**src/rtl/lbf_pkg.sv**
```systemverilog
// ----------------------------------------------------------------------------
// lbf_pkg: shared types for the line, box and frame pixel generator
// Holds the opcode and segment codes, coordinate widths, and the decoded
// command that travels from the front end through the queue to the back end.
// ----------------------------------------------------------------------------
package lbf_pkg;

  // Widest coordinate that the ports carry.
  localparam int CoordMaxW = 16;
  localparam int DeltaW    = CoordMaxW + 1;
  localparam int ErrW      = CoordMaxW + 3;
  localparam int ColorW    = 8;

  typedef logic signed [CoordMaxW-1:0] coord_t;
  typedef logic        [DeltaW-1:0]    delta_t;
  typedef logic signed [ErrW-1:0]      err_t;
  typedef logic        [ColorW-1:0]    color_t;

  // Command codes as they arrive on the input tuser.
  typedef enum logic [1:0] {
    OP_LINE  = 2'd0,
    OP_BOX   = 2'd1,
    OP_FRAME = 2'd2,
    OP_STEP  = 2'd3
  } lbf_op_t;

  // Kind of the segment being walked.
  typedef enum logic [1:0] {
    SEG_H = 2'd0,
    SEG_V = 2'd1,
    SEG_D = 2'd2
  } lbf_seg_t;

  // Decoded command: start items carry their first segment fully set up.
  typedef struct packed {
    lbf_op_t  op;
    lbf_seg_t seg;
    logic     box_empty;
    coord_t   cur_x;
    coord_t   cur_y;
    coord_t   end_x;
    coord_t   end_y;
    coord_t   x_a;
    coord_t   x_b;
    coord_t   y_b;
    coord_t   x_lo;
    coord_t   x_hi;
    coord_t   y_lo;
    coord_t   y_hi;
    delta_t   dx;
    delta_t   dy;
    logic     sx_neg;
    logic     sy_neg;
    err_t     err;
    color_t   color;
  } lbf_cmd_t;

  // Status reported by the back end.
  typedef struct packed {
    logic busy;
    logic pop;
  } lbf_status_t;

endpackage

```
**src/rtl/lbf_front.sv**
```systemverilog
// ----------------------------------------------------------------------------
// lbf_front: command decoder
// Sign-extends the corner coordinates, orders them, and sets up the first
// segment of each figure, including the Bresenham terms of a diagonal line.
// ----------------------------------------------------------------------------
module lbf_front #(
  parameter int COORD_WIDTH = 16
) (
  input  logic [1:0]                  op_raw,
  input  logic [lbf_pkg::CoordMaxW-1:0] x_a_raw,
  input  logic [lbf_pkg::CoordMaxW-1:0] y_a_raw,
  input  logic [lbf_pkg::CoordMaxW-1:0] x_b_raw,
  input  logic [lbf_pkg::CoordMaxW-1:0] y_b_raw,
  input  logic [lbf_pkg::ColorW-1:0]    color_raw,
  output lbf_pkg::lbf_cmd_t             cmd
);
  import lbf_pkg::*;

  localparam int Shift = CoordMaxW - COORD_WIDTH;

  coord_t xa, ya, xb, yb;
  coord_t x_lo, x_hi, y_lo, y_hi;
  logic   eq_x, eq_y;
  delta_t dx, dy;

  // Keep the low COORD_WIDTH bits and sign-extend them to the port width.
  function automatic coord_t sext_coord(input logic [CoordMaxW-1:0] raw);
    logic [CoordMaxW-1:0] up;
    up = raw << Shift;
    return $signed(up) >>> Shift;
  endfunction

  // Order the corners and take the absolute spans.
  always_comb begin
    xa   = sext_coord(x_a_raw);
    ya   = sext_coord(y_a_raw);
    xb   = sext_coord(x_b_raw);
    yb   = sext_coord(y_b_raw);
    x_lo = (xa < xb) ? xa : xb;
    x_hi = (xa < xb) ? xb : xa;
    y_lo = (ya < yb) ? ya : yb;
    y_hi = (ya < yb) ? yb : ya;
    eq_x = (xa == xb);
    eq_y = (ya == yb);
    dx   = delta_t'($signed({x_hi[CoordMaxW-1], x_hi}) - $signed({x_lo[CoordMaxW-1], x_lo}));
    dy   = delta_t'($signed({y_hi[CoordMaxW-1], y_hi}) - $signed({y_lo[CoordMaxW-1], y_lo}));
  end

  // Build the command with its first segment.
  always_comb begin
    cmd           = '0;
    cmd.op        = lbf_op_t'(op_raw);
    cmd.box_empty = (ya > yb);
    cmd.x_a       = xa;
    cmd.x_b       = xb;
    cmd.y_b       = yb;
    cmd.x_lo      = x_lo;
    cmd.x_hi      = x_hi;
    cmd.y_lo      = y_lo;
    cmd.y_hi      = y_hi;
    cmd.dx        = dx;
    cmd.dy        = dy;
    cmd.sx_neg    = (xb < xa);
    cmd.sy_neg    = (yb < ya);
    cmd.err       = err_t'($signed({2'b00, dx}) - $signed({2'b00, dy}));
    cmd.color     = color_raw;
    // Box rows and the first frame edge are horizontal at the first corner's y.
    cmd.seg       = SEG_H;
    cmd.cur_x     = x_lo;
    cmd.end_x     = x_hi;
    cmd.cur_y     = ya;
    cmd.end_y     = ya;
    if (cmd.op == OP_LINE) begin
      if (eq_y) begin
        cmd.seg = SEG_H;
      end else if (eq_x) begin
        cmd.seg   = SEG_V;
        cmd.cur_x = xa;
        cmd.end_x = xa;
        cmd.cur_y = y_lo;
        cmd.end_y = y_hi;
      end else begin
        cmd.seg   = SEG_D;
        cmd.cur_x = xa;
        cmd.cur_y = ya;
        cmd.end_x = xb;
        cmd.end_y = yb;
      end
    end
  end

endmodule

```
**src/rtl/lbf_queue.sv**
```systemverilog
// ----------------------------------------------------------------------------
// lbf_queue: two-entry command queue
// Decouples the decoder from the rasterizer so either side can stall alone.
// ----------------------------------------------------------------------------
module lbf_queue (
  input  logic              clk,
  input  logic              rst_n,
  input  logic              push,
  input  lbf_pkg::lbf_cmd_t push_cmd,
  output logic              can_push,
  input  logic              pop,
  output logic              head_valid,
  output lbf_pkg::lbf_cmd_t head_cmd
);
  import lbf_pkg::*;

  lbf_cmd_t   mem_r [2];
  logic       wr_ptr_r, wr_ptr_nxt;
  logic       rd_ptr_r, rd_ptr_nxt;
  logic [1:0] count_r, count_nxt;

  assign can_push   = (count_r != 2'd2);
  assign head_valid = (count_r != 2'd0);
  assign head_cmd   = mem_r[rd_ptr_r];

  // Pointer and fill count update.
  always_comb begin
    wr_ptr_nxt = wr_ptr_r ^ push;
    rd_ptr_nxt = rd_ptr_r ^ pop;
    count_nxt  = count_r + {1'b0, push} - {1'b0, pop};
  end

  always_ff @(posedge clk) begin
    if (!rst_n) begin
      wr_ptr_r <= 1'b0;
      rd_ptr_r <= 1'b0;
      count_r  <= 2'd0;
    end else begin
      wr_ptr_r <= wr_ptr_nxt;
      rd_ptr_r <= rd_ptr_nxt;
      count_r  <= count_nxt;
    end
  end

  // Entry storage needs no reset.
  always_ff @(posedge clk) begin
    if (push) begin
      mem_r[wr_ptr_r] <= push_cmd;
    end
  end

endmodule

```
**src/rtl/lbf_back.sv**
```systemverilog
// ----------------------------------------------------------------------------
// lbf_back: figure rasterizer
// Executes queued commands: a start loads the figure, a step while busy
// emits the current pixel into the output register and walks one pixel on.
// ----------------------------------------------------------------------------
module lbf_back (
  input  logic                clk,
  input  logic                rst_n,
  input  logic                head_valid,
  input  lbf_pkg::lbf_cmd_t   head_cmd,
  output lbf_pkg::lbf_status_t status,
  output logic                out_valid,
  input  logic                out_ready,
  output lbf_pkg::coord_t     out_x,
  output lbf_pkg::coord_t     out_y,
  output lbf_pkg::color_t     out_color,
  output logic                out_last
);
  import lbf_pkg::*;

  logic     busy_r, busy_nxt;
  lbf_op_t  fig_r, fig_nxt;
  logic [1:0] seg_idx_r, seg_idx_nxt;
  lbf_seg_t seg_r, seg_nxt;
  coord_t   cur_x_r, cur_x_nxt, cur_y_r, cur_y_nxt;
  coord_t   end_x_r, end_x_nxt, end_y_r, end_y_nxt;
  coord_t   xa_r, xa_nxt, xb_r, xb_nxt, yb_r, yb_nxt;
  coord_t   x_lo_r, x_lo_nxt, x_hi_r, x_hi_nxt;
  coord_t   y_lo_r, y_lo_nxt, y_hi_r, y_hi_nxt;
  delta_t   dx_r, dx_nxt, dy_r, dy_nxt;
  logic     sx_neg_r, sx_neg_nxt, sy_neg_r, sy_neg_nxt;
  err_t     err_r, err_nxt;
  color_t   color_r, color_nxt;

  logic     ov_r, ov_nxt;
  coord_t   ox_r, ox_nxt, oy_r, oy_nxt;
  color_t   oc_r, oc_nxt;
  logic     ol_r, ol_nxt;

  logic     out_free, pop, seg_done, last;
  logic signed [ErrW:0] twice, neg_dy, pos_dx;
  logic     step_x, step_y;

  assign out_free    = !ov_r || out_ready;
  assign pop         = head_valid && ((head_cmd.op != OP_STEP) || out_free);
  assign status.busy = busy_r;
  assign status.pop  = pop;

  assign out_valid = ov_r;
  assign out_x     = ox_r;
  assign out_y     = oy_r;
  assign out_color = oc_r;
  assign out_last  = ol_r;

  // Bresenham error tests for a diagonal step.
  always_comb begin
    twice  = {err_r, 1'b0};
    neg_dy = -$signed({3'b000, dy_r});
    pos_dx = $signed({3'b000, dx_r});
    step_x = (twice > neg_dy);
    step_y = (twice < pos_dx);
  end

  // Command execution.
  always_comb begin
    busy_nxt    = busy_r;
    fig_nxt     = fig_r;
    seg_idx_nxt = seg_idx_r;
    seg_nxt     = seg_r;
    cur_x_nxt   = cur_x_r;
    cur_y_nxt   = cur_y_r;
    end_x_nxt   = end_x_r;
    end_y_nxt   = end_y_r;
    xa_nxt      = xa_r;
    xb_nxt      = xb_r;
    yb_nxt      = yb_r;
    x_lo_nxt    = x_lo_r;
    x_hi_nxt    = x_hi_r;
    y_lo_nxt    = y_lo_r;
    y_hi_nxt    = y_hi_r;
    dx_nxt      = dx_r;
    dy_nxt      = dy_r;
    sx_neg_nxt  = sx_neg_r;
    sy_neg_nxt  = sy_neg_r;
    err_nxt     = err_r;
    color_nxt   = color_r;
    ov_nxt      = ov_r && !out_ready;
    ox_nxt      = ox_r;
    oy_nxt      = oy_r;
    oc_nxt      = oc_r;
    ol_nxt      = ol_r;
    seg_done    = (cur_x_r == end_x_r) && (cur_y_r == end_y_r);
    last        = 1'b0;

    if (pop && (head_cmd.op != OP_STEP)) begin
      // A start replaces any figure in progress.
      busy_nxt    = !((head_cmd.op == OP_BOX) && head_cmd.box_empty);
      fig_nxt     = head_cmd.op;
      seg_idx_nxt = 2'd0;
      seg_nxt     = head_cmd.seg;
      cur_x_nxt   = head_cmd.cur_x;
      cur_y_nxt   = head_cmd.cur_y;
      end_x_nxt   = head_cmd.end_x;
      end_y_nxt   = head_cmd.end_y;
      xa_nxt      = head_cmd.x_a;
      xb_nxt      = head_cmd.x_b;
      yb_nxt      = head_cmd.y_b;
      x_lo_nxt    = head_cmd.x_lo;
      x_hi_nxt    = head_cmd.x_hi;
      y_lo_nxt    = head_cmd.y_lo;
      y_hi_nxt    = head_cmd.y_hi;
      dx_nxt      = head_cmd.dx;
      dy_nxt      = head_cmd.dy;
      sx_neg_nxt  = head_cmd.sx_neg;
      sy_neg_nxt  = head_cmd.sy_neg;
      err_nxt     = head_cmd.err;
      color_nxt   = head_cmd.color;
    end else if (pop && busy_r) begin
      // Emit the current pixel, then move to the next one.
      ov_nxt = 1'b1;
      ox_nxt = cur_x_r;
      oy_nxt = cur_y_r;
      oc_nxt = color_r;
      if (!seg_done) begin
        case (seg_r)
          SEG_H: cur_x_nxt = cur_x_r + coord_t'(1);
          SEG_V: cur_y_nxt = cur_y_r + coord_t'(1);
          default: begin
            err_nxt = err_r - (step_x ? err_t'(dy_r) : '0) + (step_y ? err_t'(dx_r) : '0);
            if (step_x) begin
              cur_x_nxt = sx_neg_r ? cur_x_r - coord_t'(1) : cur_x_r + coord_t'(1);
            end
            if (step_y) begin
              cur_y_nxt = sy_neg_r ? cur_y_r - coord_t'(1) : cur_y_r + coord_t'(1);
            end
          end
        endcase
      end else begin
        case (fig_r)
          OP_BOX: begin
            if (cur_y_r == y_hi_r) begin
              last = 1'b1;
            end else begin
              seg_nxt   = SEG_H;
              cur_x_nxt = x_lo_r;
              end_x_nxt = x_hi_r;
              cur_y_nxt = cur_y_r + coord_t'(1);
              end_y_nxt = cur_y_r + coord_t'(1);
            end
          end
          OP_FRAME: begin
            if (seg_idx_r == 2'd3) begin
              last = 1'b1;
            end else begin
              seg_idx_nxt = seg_idx_r + 2'd1;
              case (seg_idx_r)
                2'd0: begin
                  seg_nxt   = SEG_H;
                  cur_x_nxt = x_lo_r;
                  end_x_nxt = x_hi_r;
                  cur_y_nxt = yb_r;
                  end_y_nxt = yb_r;
                end
                2'd1: begin
                  seg_nxt   = SEG_V;
                  cur_x_nxt = xa_r;
                  end_x_nxt = xa_r;
                  cur_y_nxt = y_lo_r;
                  end_y_nxt = y_hi_r;
                end
                default: begin
                  seg_nxt   = SEG_V;
                  cur_x_nxt = xb_r;
                  end_x_nxt = xb_r;
                  cur_y_nxt = y_lo_r;
                  end_y_nxt = y_hi_r;
                end
              endcase
            end
          end
          default: last = 1'b1;
        endcase
      end
      ol_nxt = last;
      if (last) begin
        busy_nxt = 1'b0;
      end
    end
  end

  // Control state.
  always_ff @(posedge clk) begin
    if (!rst_n) begin
      busy_r    <= 1'b0;
      fig_r     <= OP_LINE;
      seg_idx_r <= 2'd0;
      seg_r     <= SEG_H;
      ov_r      <= 1'b0;
    end else begin
      busy_r    <= busy_nxt;
      fig_r     <= fig_nxt;
      seg_idx_r <= seg_idx_nxt;
      seg_r     <= seg_nxt;
      ov_r      <= ov_nxt;
    end
  end

  // Datapath registers.
  always_ff @(posedge clk) begin
    cur_x_r  <= cur_x_nxt;
    cur_y_r  <= cur_y_nxt;
    end_x_r  <= end_x_nxt;
    end_y_r  <= end_y_nxt;
    xa_r     <= xa_nxt;
    xb_r     <= xb_nxt;
    yb_r     <= yb_nxt;
    x_lo_r   <= x_lo_nxt;
    x_hi_r   <= x_hi_nxt;
    y_lo_r   <= y_lo_nxt;
    y_hi_r   <= y_hi_nxt;
    dx_r     <= dx_nxt;
    dy_r     <= dy_nxt;
    sx_neg_r <= sx_neg_nxt;
    sy_neg_r <= sy_neg_nxt;
    err_r    <= err_nxt;
    color_r  <= color_nxt;
    ox_r     <= ox_nxt;
    oy_r     <= oy_nxt;
    oc_r     <= oc_nxt;
    ol_r     <= ol_nxt;
  end

endmodule

```
**src/rtl/line_box_frame_pixel_generator.sv**
```systemverilog
// A step transaction's pixel goes through the command queue and then the output
// register. Throughput: one transaction per cycle while out_tready keeps the output
// register free for steps, set by the Bresenham update in the rasterizer; a start
// transaction produces no output.
// Reset: synchronous, active low; clears the queue, the busy flag and the output.
// ----------------------------------------------------------------------------
// line_box_frame_pixel_generator: line, box and frame pixel generator
// A decoder classifies drawing commands, a two-entry queue holds them, and a
// rasterizer walks lines, box rows and frame edges one pixel per step.
// ----------------------------------------------------------------------------
module line_box_frame_pixel_generator #(
  parameter int COORD_WIDTH = 16
) (
  input  logic        clk,
  input  logic        rst_n,
  input  logic        in_tvalid,
  output logic        in_tready,
  // x_a[15:0], y_a[31:16], x_b[47:32], y_b[63:48], color[71:64]
  input  logic [71:0] in_tdata,
  // opcode[1:0]
  input  logic [1:0]  in_tuser,
  output logic        out_tvalid,
  input  logic        out_tready,
  // pixel_x[15:0], pixel_y[31:16], pixel_color[39:32]
  output logic [39:0] out_tdata,
  output logic        out_tlast
);
  import lbf_pkg::*;

  lbf_cmd_t    dec_cmd, head_cmd;
  logic        can_push, head_valid;
  lbf_status_t status;
  coord_t      px, py;
  color_t      pc;

  assign in_tready = can_push;
  assign out_tdata = {pc, py, px};

  lbf_front #(
    .COORD_WIDTH(COORD_WIDTH)
  ) u_front (
    .op_raw   (in_tuser),
    .x_a_raw  (in_tdata[15:0]),
    .y_a_raw  (in_tdata[31:16]),
    .x_b_raw  (in_tdata[47:32]),
    .y_b_raw  (in_tdata[63:48]),
    .color_raw(in_tdata[71:64]),
    .cmd      (dec_cmd)
  );

  lbf_queue u_queue (
    .clk       (clk),
    .rst_n     (rst_n),
    .push      (in_tvalid && can_push),
    .push_cmd  (dec_cmd),
    .can_push  (can_push),
    .pop       (status.pop),
    .head_valid(head_valid),
    .head_cmd  (head_cmd)
  );

  lbf_back u_back (
    .clk       (clk),
    .rst_n     (rst_n),
    .head_valid(head_valid),
    .head_cmd  (head_cmd),
    .status    (status),
    .out_valid (out_tvalid),
    .out_ready (out_tready),
    .out_x     (px),
    .out_y     (py),
    .out_color (pc),
    .out_last  (out_tlast)
  );

`ifndef SYNTH
  // The rasterizer only takes commands the queue actually holds.
  a_pop_valid: assert property (@(posedge clk) disable iff (!rst_n)
    status.pop |-> head_valid)
    else $error("command taken from an empty queue");

  // A step on a busy figure puts a pixel in the output register.
  a_step_emits: assert property (@(posedge clk) disable iff (!rst_n)
    (status.pop && head_cmd.op == OP_STEP && status.busy) |=> out_tvalid)
    else $error("step on busy figure produced no pixel");

  // A start of a non-empty figure makes the rasterizer busy.
  a_start_busy: assert property (@(posedge clk) disable iff (!rst_n)
    (status.pop && head_cmd.op != OP_STEP &&
     !(head_cmd.op == OP_BOX && head_cmd.box_empty)) |=> status.busy)
    else $error("start did not load a figure");
`endif

endmodule
```
**config.mk**
```make
export PLATFORM = sky130hd
export DESIGN_NAME = line_box_frame_pixel_generator
export DESIGN_NICKNAME = d
export VERILOG_FILES = /design/src/rtl/lbf_pkg.sv /design/src/rtl/lbf_front.sv /design/src/rtl/lbf_queue.sv /design/src/rtl/lbf_back.sv /design/src/rtl/line_box_frame_pixel_generator.sv
export SDC_FILE = /design/constraint.sdc
export NUM_CORES = 1
export LEC_CHECK = 0
export ABC_AREA = 1
export BUFFER_PORTS_ARGS = -buffer_cell sky130_fd_sc_hd__buf_4
export CORE_MARGIN = 10
export CORE_UTILIZATION = 50
export DETAILED_ROUTE_END_ITERATION = 10
export PLACE_DENSITY = 0.66
export SYNTH_ARGS = -nofsm -noshare
export SYNTH_HDL_FRONTEND = slang
export SYNTH_SLANG_ARGS = --single-unit
```
**constraint.sdc**
```tcl
create_clock -name clk -period 9.98 [get_ports clk]
set_input_delay 0.998 -clock clk [delete_from_list [all_inputs] [get_ports clk]]
set_output_delay 0.998 -clock clk [all_outputs]
set_load 0.005 [all_outputs]
```
======== Yosys cells after proc, flatten, opt, wreduce, memory -nomap -nowiden ========
Memory sizes are Yosys's and may differ from the RTL's. A register that Yosys moved wholly into a read port is not among the register bits.
Cells that the tools add are included.
word-level totals
  memory bits (writable) .................. 488
  word-level logic and storage cells ...... 178
  bits in registers ....................... 292
  memories kept ........................... 1
  output and inout port bits .............. 43
memories
  memory         depth  width  read ports  clocked after memory_dff  write ports  line             text
  u_queue.mem_r  2      244    1           1                         1            lbf_queue.sv:17  lbf_cmd_t mem_r [2];
cells by class
  mux-type cells .......................... 70
  order comparisons ....................... 7
  eq/ne operators ......................... 22
  add/subtract/negate cells ............... 13
  bitwise gates (word level) .............. 5
  reductions and logical operators ........ 31
operators by type and width
  operator                                                                count
  16-bit two-way mux                                                      29
  16-bit one-hot mux with 2 select lines                                  8
  64-bit two-way mux                                                      2
  16-bit equality test                                                    5
  19-bit two-way mux                                                      4
  16-bit less-than comparator                                             4
  48-bit two-way mux                                                      1
  17-bit two-way mux                                                      2
  16-bit by 16-bit subtractor with 17-bit output                          2
  16-bit by 2-bit adder with 16-bit output (second input constant)        2
  16-bit by 2-bit subtractor with 16-bit output (second input constant)   2
  20-bit > comparator                                                     1
  20-bit by 18-bit less-than comparator with 1-bit output                 1
  17-bit negation with 20-bit output                                      1
  19-bit adder                                                            1
  19-bit subtractor                                                       1
  17-bit by 17-bit subtractor with 18-bit output                          1
  16-bit > comparator                                                     1
  2-bit two-way mux                                                       8
  1-bit two-way mux                                                       14
  4-bit inequality test (second input constant)                           3
  6-bit AND reduction                                                     2
  2-bit by 1-bit equality test with 1-bit output (second input constant)  4
  2-bit nonzero test                                                      4
  other kinds (23)                                                        45

======== Longest topological paths before layout ========
Gate-level depths: netlist of run 1.
  word-level depth ........................ 10
  depth in mapped cells ................... 40
  gate-level depth less buffers ........... 39

======== By module ========
Synthesis of run 1 repeated with hierarchy kept, for this count alone.
unflattened totals
  cell total of the unflattened synthesis .. 3,485
  area, all modules ....................... 40,002.1 µm²
modules (own cells, without submodules)
  module                          times used  area each (µm²)  sequential area each (µm²)  cells each
  lbf_queue                       1           18,489.0         14,754.2                    788
  lbf_back                        1           16,050.4         8,568.2                     1,699
  lbf_front                       1           5,455.2          0.0                         996
  line_box_frame_pixel_generator  1           7.5              0.0                         2

======== Worst setup path after synthesis of run 1 ========
No wires, ideal clock.
  kind .................................... input to register
  start point ............................. input in_tvalid
  end point ............................... memory u_queue.mem_r[1][0] (netlist name) (enable)
  arrival ................................. 6,702 ps
  stages .................................. 3
  slack ................................... 2,643 ps
  required time ........................... 9,345 ps
  cell sequence ........................... nand2_1 -> inv_1 -> ha_1
between the ends
  longest elaborated chain between the ends .. 3
RTL lines
  item                                     line                                  text
  start: declaration                       line_box_frame_pixel_generator.sv:16  input logic in_tvalid,
  1-bit logical AND                        line_box_frame_pixel_generator.sv:54  .push (in_tvalid && can_push),
  1-bit two-way mux                        lbf_queue.sv:47                       if (push) begin
  1-bit two-way mux (not written as such)  lbf_queue.sv:48                       mem_r[wr_ptr_r] <= push_cmd;
  end: declaration                         lbf_queue.sv:17
Every way passes these cells.

======== Final worst setup path of run 1 ========
  start point ............................. register u_back.dy_r[0]
  end point ............................... register u_back.err_r[15] (data pin)
between the ends
  longest elaborated chain between the ends .. 9
RTL lines
  item                                line             text
  start: declaration                  lbf_back.sv:30   delta_t dx_r, dx_nxt, dy_r, dy_nxt;
  start signal: assignment            lbf_back.sv:222  dy_r <= dy_nxt;
  17-bit negation with 20-bit output  lbf_back.sv:58   neg_dy = -$signed({3'b000, dy_r});
  20-bit > comparator                 lbf_back.sv:60   step_x = (twice > neg_dy);
  17-bit two-way mux (*)              lbf_back.sv:129  err_nxt = err_r - (step_x ? err_t'(dy_r) : '0) + (step_y ? err_t'(dx_r) : '0);
  19-bit subtractor (*)               lbf_back.sv:129
  19-bit adder (*)                    lbf_back.sv:129
  19-bit two-way mux (*)              lbf_back.sv:125  case (seg_r)
  19-bit two-way mux (*)              lbf_back.sv:124  if (!seg_done) begin
  19-bit two-way mux (*)              lbf_back.sv:118  end else if (pop && busy_r) begin
  19-bit two-way mux (*)              lbf_back.sv:95   if (pop && (head_cmd.op != OP_STEP)) begin
  net u_back.err_nxt[15]              lbf_back.sv:32   err_t err_r, err_nxt;
  end signal: assignment              lbf_back.sv:225  err_r <= err_nxt;
  end: declaration                    lbf_back.sv:32
Mark *: on every way through the listed nets, which the timed path passes. The rest lies on a longest branch. The select of a mux whose other input is x is not followed.
A chain may end at the register's enable or synchronous reset.

==> flow_metrics.tcl, run 1 <==
set metrics [dict create \
    fmax_mhz 143.2 \
    most-common-layout-cells "1317 x nand2_1, 764 x edfxtp_1, 375 x inv_1" \
    cts-root-buf "clkbuf_16" \
    syn_area_per_cell_um2 10.15 \
    die-area_um2 87910 \
    port_buffers 120 \
    path_clk_slew_ns 0.06 \
    synth_nets 3981 \
    vias 27550 \
    netlist_area_um2 38220 \
    async_reset_ff_share_pct 0 \
    numClockSinks 777 \
    ios 121 \
    slowest_stage "nand3_1" \
    syn2layout_area_growth_pct 12.11 \
    worst_slew_pin_slew_ns 1.207 \
    globalplace.congestion 0.9400 \
    power.density_nw_per_um2 353.9 \
    initial_core_util_pct 50.41 \
    ys_warn_count 0 \
    ir_drop_v 0.0002542 \
    place_hpwl_mm 79.46 \
    grt_usage_pct 25.24 \
    cts_tree "yes" \
    cp_data_arrival_time_ns 7.34 \
    drcViolationCount 0 \
    wl_per_cell_um 22.70 \
    synth-edff-count 764 \
    clk_latency_ns 0.64 \
    setup_violations 0 \
    rsz0062_at_grt "false" \
    cp-start-kind "flop" \
    drive_gt1_share_pct 9.479 \
    worstPathMaxFanout 17 \
    gr-total-overflow 0 \
    fin_crit_sh_pct 69.96 \
    crit_path_frequent_cell "nand3_1" \
    die_x_um 296.5 \
    max_slew_margin_pct 19.29 \
    p_total_uw 15160 \
    grt_pass1_vias 24970 \
    drt_iter0_drc 3466 \
    busiest_layer "met1" \
    crit_required_ns 10.33 \
    cts-buffers-inserted 81 \
    period_minus_slack_ns 6.982 \
    slowest_delay_ns 0.54 \
    die_h_um 296.5 \
    use_met1_pct 39.42 \
    grt_max_degree 150 \
    final_nets 4083 \
    hold_path.class "reg -> reg" \
    via_per_inst 5.605 \
    clock_skew_ns 0.02534 \
    grtUsageMet3_pct 4.954 \
    cts_resized 0 \
    met2_usage_pct 34.83 \
    ys.flop_type "edfxtp_1" \
    cts_setup_buffers 0 \
    cp-end-kind "flop" \
    setup_tns_ns 0 \
    timing.hold.ws_ns 0.4170 \
    htreeDepth 3 \
    num_rows 101 \
    seq_area_frac_synth_pct 60.70 \
    criticalPathCategory "reg -> reg" \
    cap_violations 0 \
    final_common_cell "nand2_1" \
    synth_cell_type_count 61 \
    hold_buffers 0 \
    drtAntennaViolNets 0 \
    syn-instance-count 3766 \
    p_leak_uw 0.01796 \
    ys_ff_latch 777 \
    grt_pass1_wl_mm 164.1 \
    routed_wirelength_mm 111.5 \
    core_area_um2 75820 \
    clk_path_buf_depth 3 \
    final_hold_viol_count 0 \
    slew_viol_final 0 \
    first_pass_iters 6 \
    antenna_found_initial 8 \
    status "completed" \
]
## registers in the layout (all words and copies together) (netlist names), 17 cells and up, named ones only
| register | count |
|---|---|
| u_back.dx_r | 17 |
| u_back.dy_r | 17 |
| u_queue.mem_r | 484 |
| u_back.err_r | 19 |
## kinds of logic (layout without fill, tap and decap cells)
logic type,Yosys count,in the layout,share of synthesized area (%)
buffers and inverters,517,686,5.313
flip-flops,777,777,60.70
AND/OR/NAND/NOR,1763,1763,19.07
other,0,1,0
adder cells (fa/ha/maj),137,137,4.838
AO/OA/AOI/OAI,443,443,7.084
multiplexers,4,4,0.1048
XOR/XNOR,125,125,2.884
## stage by stage
stage	cell area (um^2)	cells	util [%]	setup slack, ns
finish	42850	4914	56.51	2.998
detailed placement	40110	4763	52.90	3.038
global route	42850	4913	56.51	2.408
CTS	42850	4913	56.51	2.987
global placement	40110	4763	52.90	3.147
floorplan	38220	3766	-	2.643
## power breakdown
group	total [uW]	switching (uW)	internal (uW)
Combinational	6210	4290	1920
Sequential	5820	642	5180
Clock	3140	1260	1880
## Yosys cell counts (all sizes together) (11+ instances only)
master	instances	area share [%]
xor2	106	2.4
a32oi	11	0.25
inv	383	3.8
or2	11	0.18
clkbuf	90	0.88
o221ai	42	0.96
nand2	1372	14
nor3	28	0.37
a31oi	32	0.52
a21oi	162	2.2
xnor2	19	0.44
a211oi	15	0.29
nor4	21	0.34
a22oi	15	0.29
edfxtp	764	60
ha	119	3.9
fa	18	0.94
nand3	152	2.1
nand4	20	0.33
a21o	13	0.26
buf	40	0.63
o21ai	114	1.5
dfxtp	13	0.68
nor2	147	1.5
## worst paths after layout
check                     from  slack, ns  depth (start not counted)             endpoint
max reg2reg     u_back.dy_r[0]       3.00                         33     u_back.err_r[15]
max             u_back.dy_r[0]       3.00                         33     u_back.err_r[15]
min          u_back.color_r[0]       0.42                          0  u_back.out_color[0]
min reg2reg  u_back.color_r[0]       0.42                          0  u_back.out_color[0]
## layer usage
layer	routed length, um	vias up
met5	0	-
met4	2796	0
met3	12100	139
met2	45710	1280
met1	50940	13160
li1	-	12970
## critical path, delay by kind of cell (launching register included)
kind | cells | cell delay [ns]
and+or+nand+nor | 20 | 3.29
adders and majority gates | 4 | 1.40
buffers and inverters | 2 | 0.17
xor gates and xnor gates | 2 | 0.31
AOI/OAI and AO/OA | 5 | 1.11
DFF | 1 | 0.42
## area by class of cell
cell class	instances	area [um^2]
sequential	777	23210
clock buffer	107	2220
inverter	387	1468
timing repair buffer	149	1156
fill	6562	32970
multi-input combinational	2472	13060
clock inverter	43	516.7
antenna	1	2.502
tap	978	1224
(Power assumes the default switching activity.)
==> run 2: changes to the inputs <==
==> constraint.sdc (replaced) <==
create_clock -name clk -period 6.64 [get_ports clk]
set_input_delay 0.664 -clock clk [delete_from_list [all_inputs] [get_ports clk]]
set_output_delay 0.664 -clock clk [all_outputs]
set_load 0.005 [all_outputs]
==> flow_metrics.tcl, run 2 (synthesized netlist as in run 1, its figures left out) <==
set metrics [dict create \
    slew_viol_final 0 \
    syn2layout_area_growth_pct 12.28 \
    die_h_um 296.5 \
    numClockSinks 777 \
    crit_required_ns 7.00 \
    path_clk_slew_ns 0.06 \
    core_area_um2 75820 \
    clock_skew_ns 0.02475 \
    worstRegToRegCells 31 \
    setup_tns_ns 0 \
    num_rows 101 \
    port_buffers 120 \
    placed_cells 4781 \
    grt_pass1_vias 24980 \
    antenna_found_initial 2 \
    most-common-layout-cells "1317 x nand2_1, 764 x edfxtp_1, 374 x inv_1" \
    clk_path_buf_depth 3 \
    p_leak_uw 0.01798 \
    period_minus_slack_ns 6.174 \
    critPathLaunch "u_back.dy_r[0]" \
    slowest_stage "fa_1" \
    reg2reg_slack_ns 0.47 \
    cts-root-buf "clkbuf_16" \
    reg2reg_to "u_back.err_r[16]" \
    htreeDepth 3 \
    drcViolationCount 0 \
    endpoint "u_back.err_r[16]" \
    fin_crit_sh_pct 92.98 \
    clk_latency_ns 0.65 \
    slowest_delay_ns 0.50 \
    crit_path_frequent_cell "nand3_1" \
    grt_usage_pct 25.45 \
    max_slew_margin_pct 20.06 \
    setup_violations 0 \
    fmax_mhz 162.0 \
    largest_reg_flops 484 \
    reg2reg_from "u_back.dy_r[0]" \
    first_pass_iters 7 \
    status "completed" \
    hold_depth 1 \
    die_x_um 296.5 \
    final_hold_viol_count 0 \
    largestRegisters "u_queue.mem_r: 484 flops, u_back.err_r: 19 flops" \
    wl_per_cell_um 22.82 \
    die-area_um2 87910 \
    largest-register "u_queue.mem_r" \
    gr-total-overflow 0 \
    routed_wirelength_mm 112.7 \
    grt_pass1_wl_mm 164.9 \
    initial_core_util_pct 50.41 \
    worstPathMaxFanout 10 \
    worst_slew_pin_slew_ns 1.187 \
    power.density_nw_per_um2 532.5 \
    post-route-util_pct 56.60 \
    globalplace.congestion 0.9367 \
    criticalPathCategory "reg -> reg" \
    cp-start-kind "flop" \
    hold_buffers 0 \
    cp-end-kind "flop" \
    final_nets 4104 \
    drive_gt1_share_pct 10.26 \
    ios 121 \
    place_hpwl_mm 80.10 \
    drt_iter0_drc 3551 \
    cts-buffers-inserted 83 \
    cts_tree "yes" \
    ir_drop_v 0.0004020 \
    final_common_cell "nand2_1" \
    cp_data_arrival_time_ns 6.53 \
    hold_path.class "in -> reg" \
    cap_violations 0 \
    vias 27610 \
    drtAntennaViolNets 0 \
    grt_max_degree 141 \
    via_per_inst 5.592 \
    instances_no_fill 4937 \
]
run 2: cell count changes in the layout (fill, tap and decap cells not counted), moves of 3 or more:
cell        previous run  this run
buf_4                146       166
bufinv_16             12         4
clkinv_1              17        21
clkinv_8               0         4
clkinvlp_4             3         7
nor2_1               137       134
nor2_2                 5         8
nor3_1                28        25
nor3_2                 0         3
run 2: power by group:
part | leakage (uW) | switching, uW | internal [uW]
logic | 0.00944 | 6570 | 3100
clock network | 0.00126 | 1940 | 2540
registers | 0.00728 | 928 | 7780
total | 0.0180 | 9440 | 13400
run 2: how the worst min path moves through the flow:
| stage | startpoint | end |
|---|---|---|
| floorplan | u_back.color_r[0] | u_back.out_color[0] |
| global placement | u_back.color_r[0] | u_back.out_color[0] |
| detailed placement | u_back.color_r[1] | u_back.out_color[1] |
| CTS | in_tdata[64] | u_queue.mem_r[1][0] |
| global route | in_tdata[64] | u_queue.mem_r[1][0] |
| finish | in_tdata[64] | u_queue.mem_r[1][0] |
run 2: per-stage QoR:
stage | setup WS, ns | instance area (um^2) | hold WS, ns | power (uW)
after global routing | -0.04126 | 42910 | 0.1889 | 24300
final | 0.4663 | 42910 | 0.2106 | 22850
after global placement | 0.3427 | 40230 | 0.4011 | 18080
after CTS | 0.1913 | 42850 | 0.1756 | 22700
after floorplan | -0.3629 | 38220 | 0.4003 | 14910
after detailed placement | 0.2245 | 40230 | 0.4061 | 18180
run 2: area by class of cell:
type,instances,area [um^2]
Clock inverter,48,394.1
Tap cell,978,1224
Fill cell,6559,32910
Inverter,387,1468
Clock buffer,105,2223
Multi-Input combinational cell,2472,13110
Timing Repair Buffer,168,1286
Antenna cell,2,5.005
Sequential cell,777,23210
run 2: critical path, delay by kind of cell, from the launching register on:
kind	cells	cell delay (ns)
simple gates	19	3.06
fa+ha+maj	4	1.34
compound gates	4	0.58
buf+inv	3	0.35
xor+xnor	1	0.16
flops	1	0.40
run 2: repair_timing:
item	in CTS	in global routing
gates resized for setup	0	14
buffers inserted	0	1
setup endpoints to repair	0	12
run 2: per-layer routing:
metal | vias up | wire length (um) | share of wire (%) | global-route usage [%]
met5 | - | 0 | 0 | 0
met4 | 0 | 2758 | 2.4 | 7.330
met3 | 126 | 13060 | 12 | 5.409
met2 | 1323 | 46200 | 41 | 35.44
met1 | 13150 | 50640 | 45 | 39.27
li1 | 13010 | - | - | -
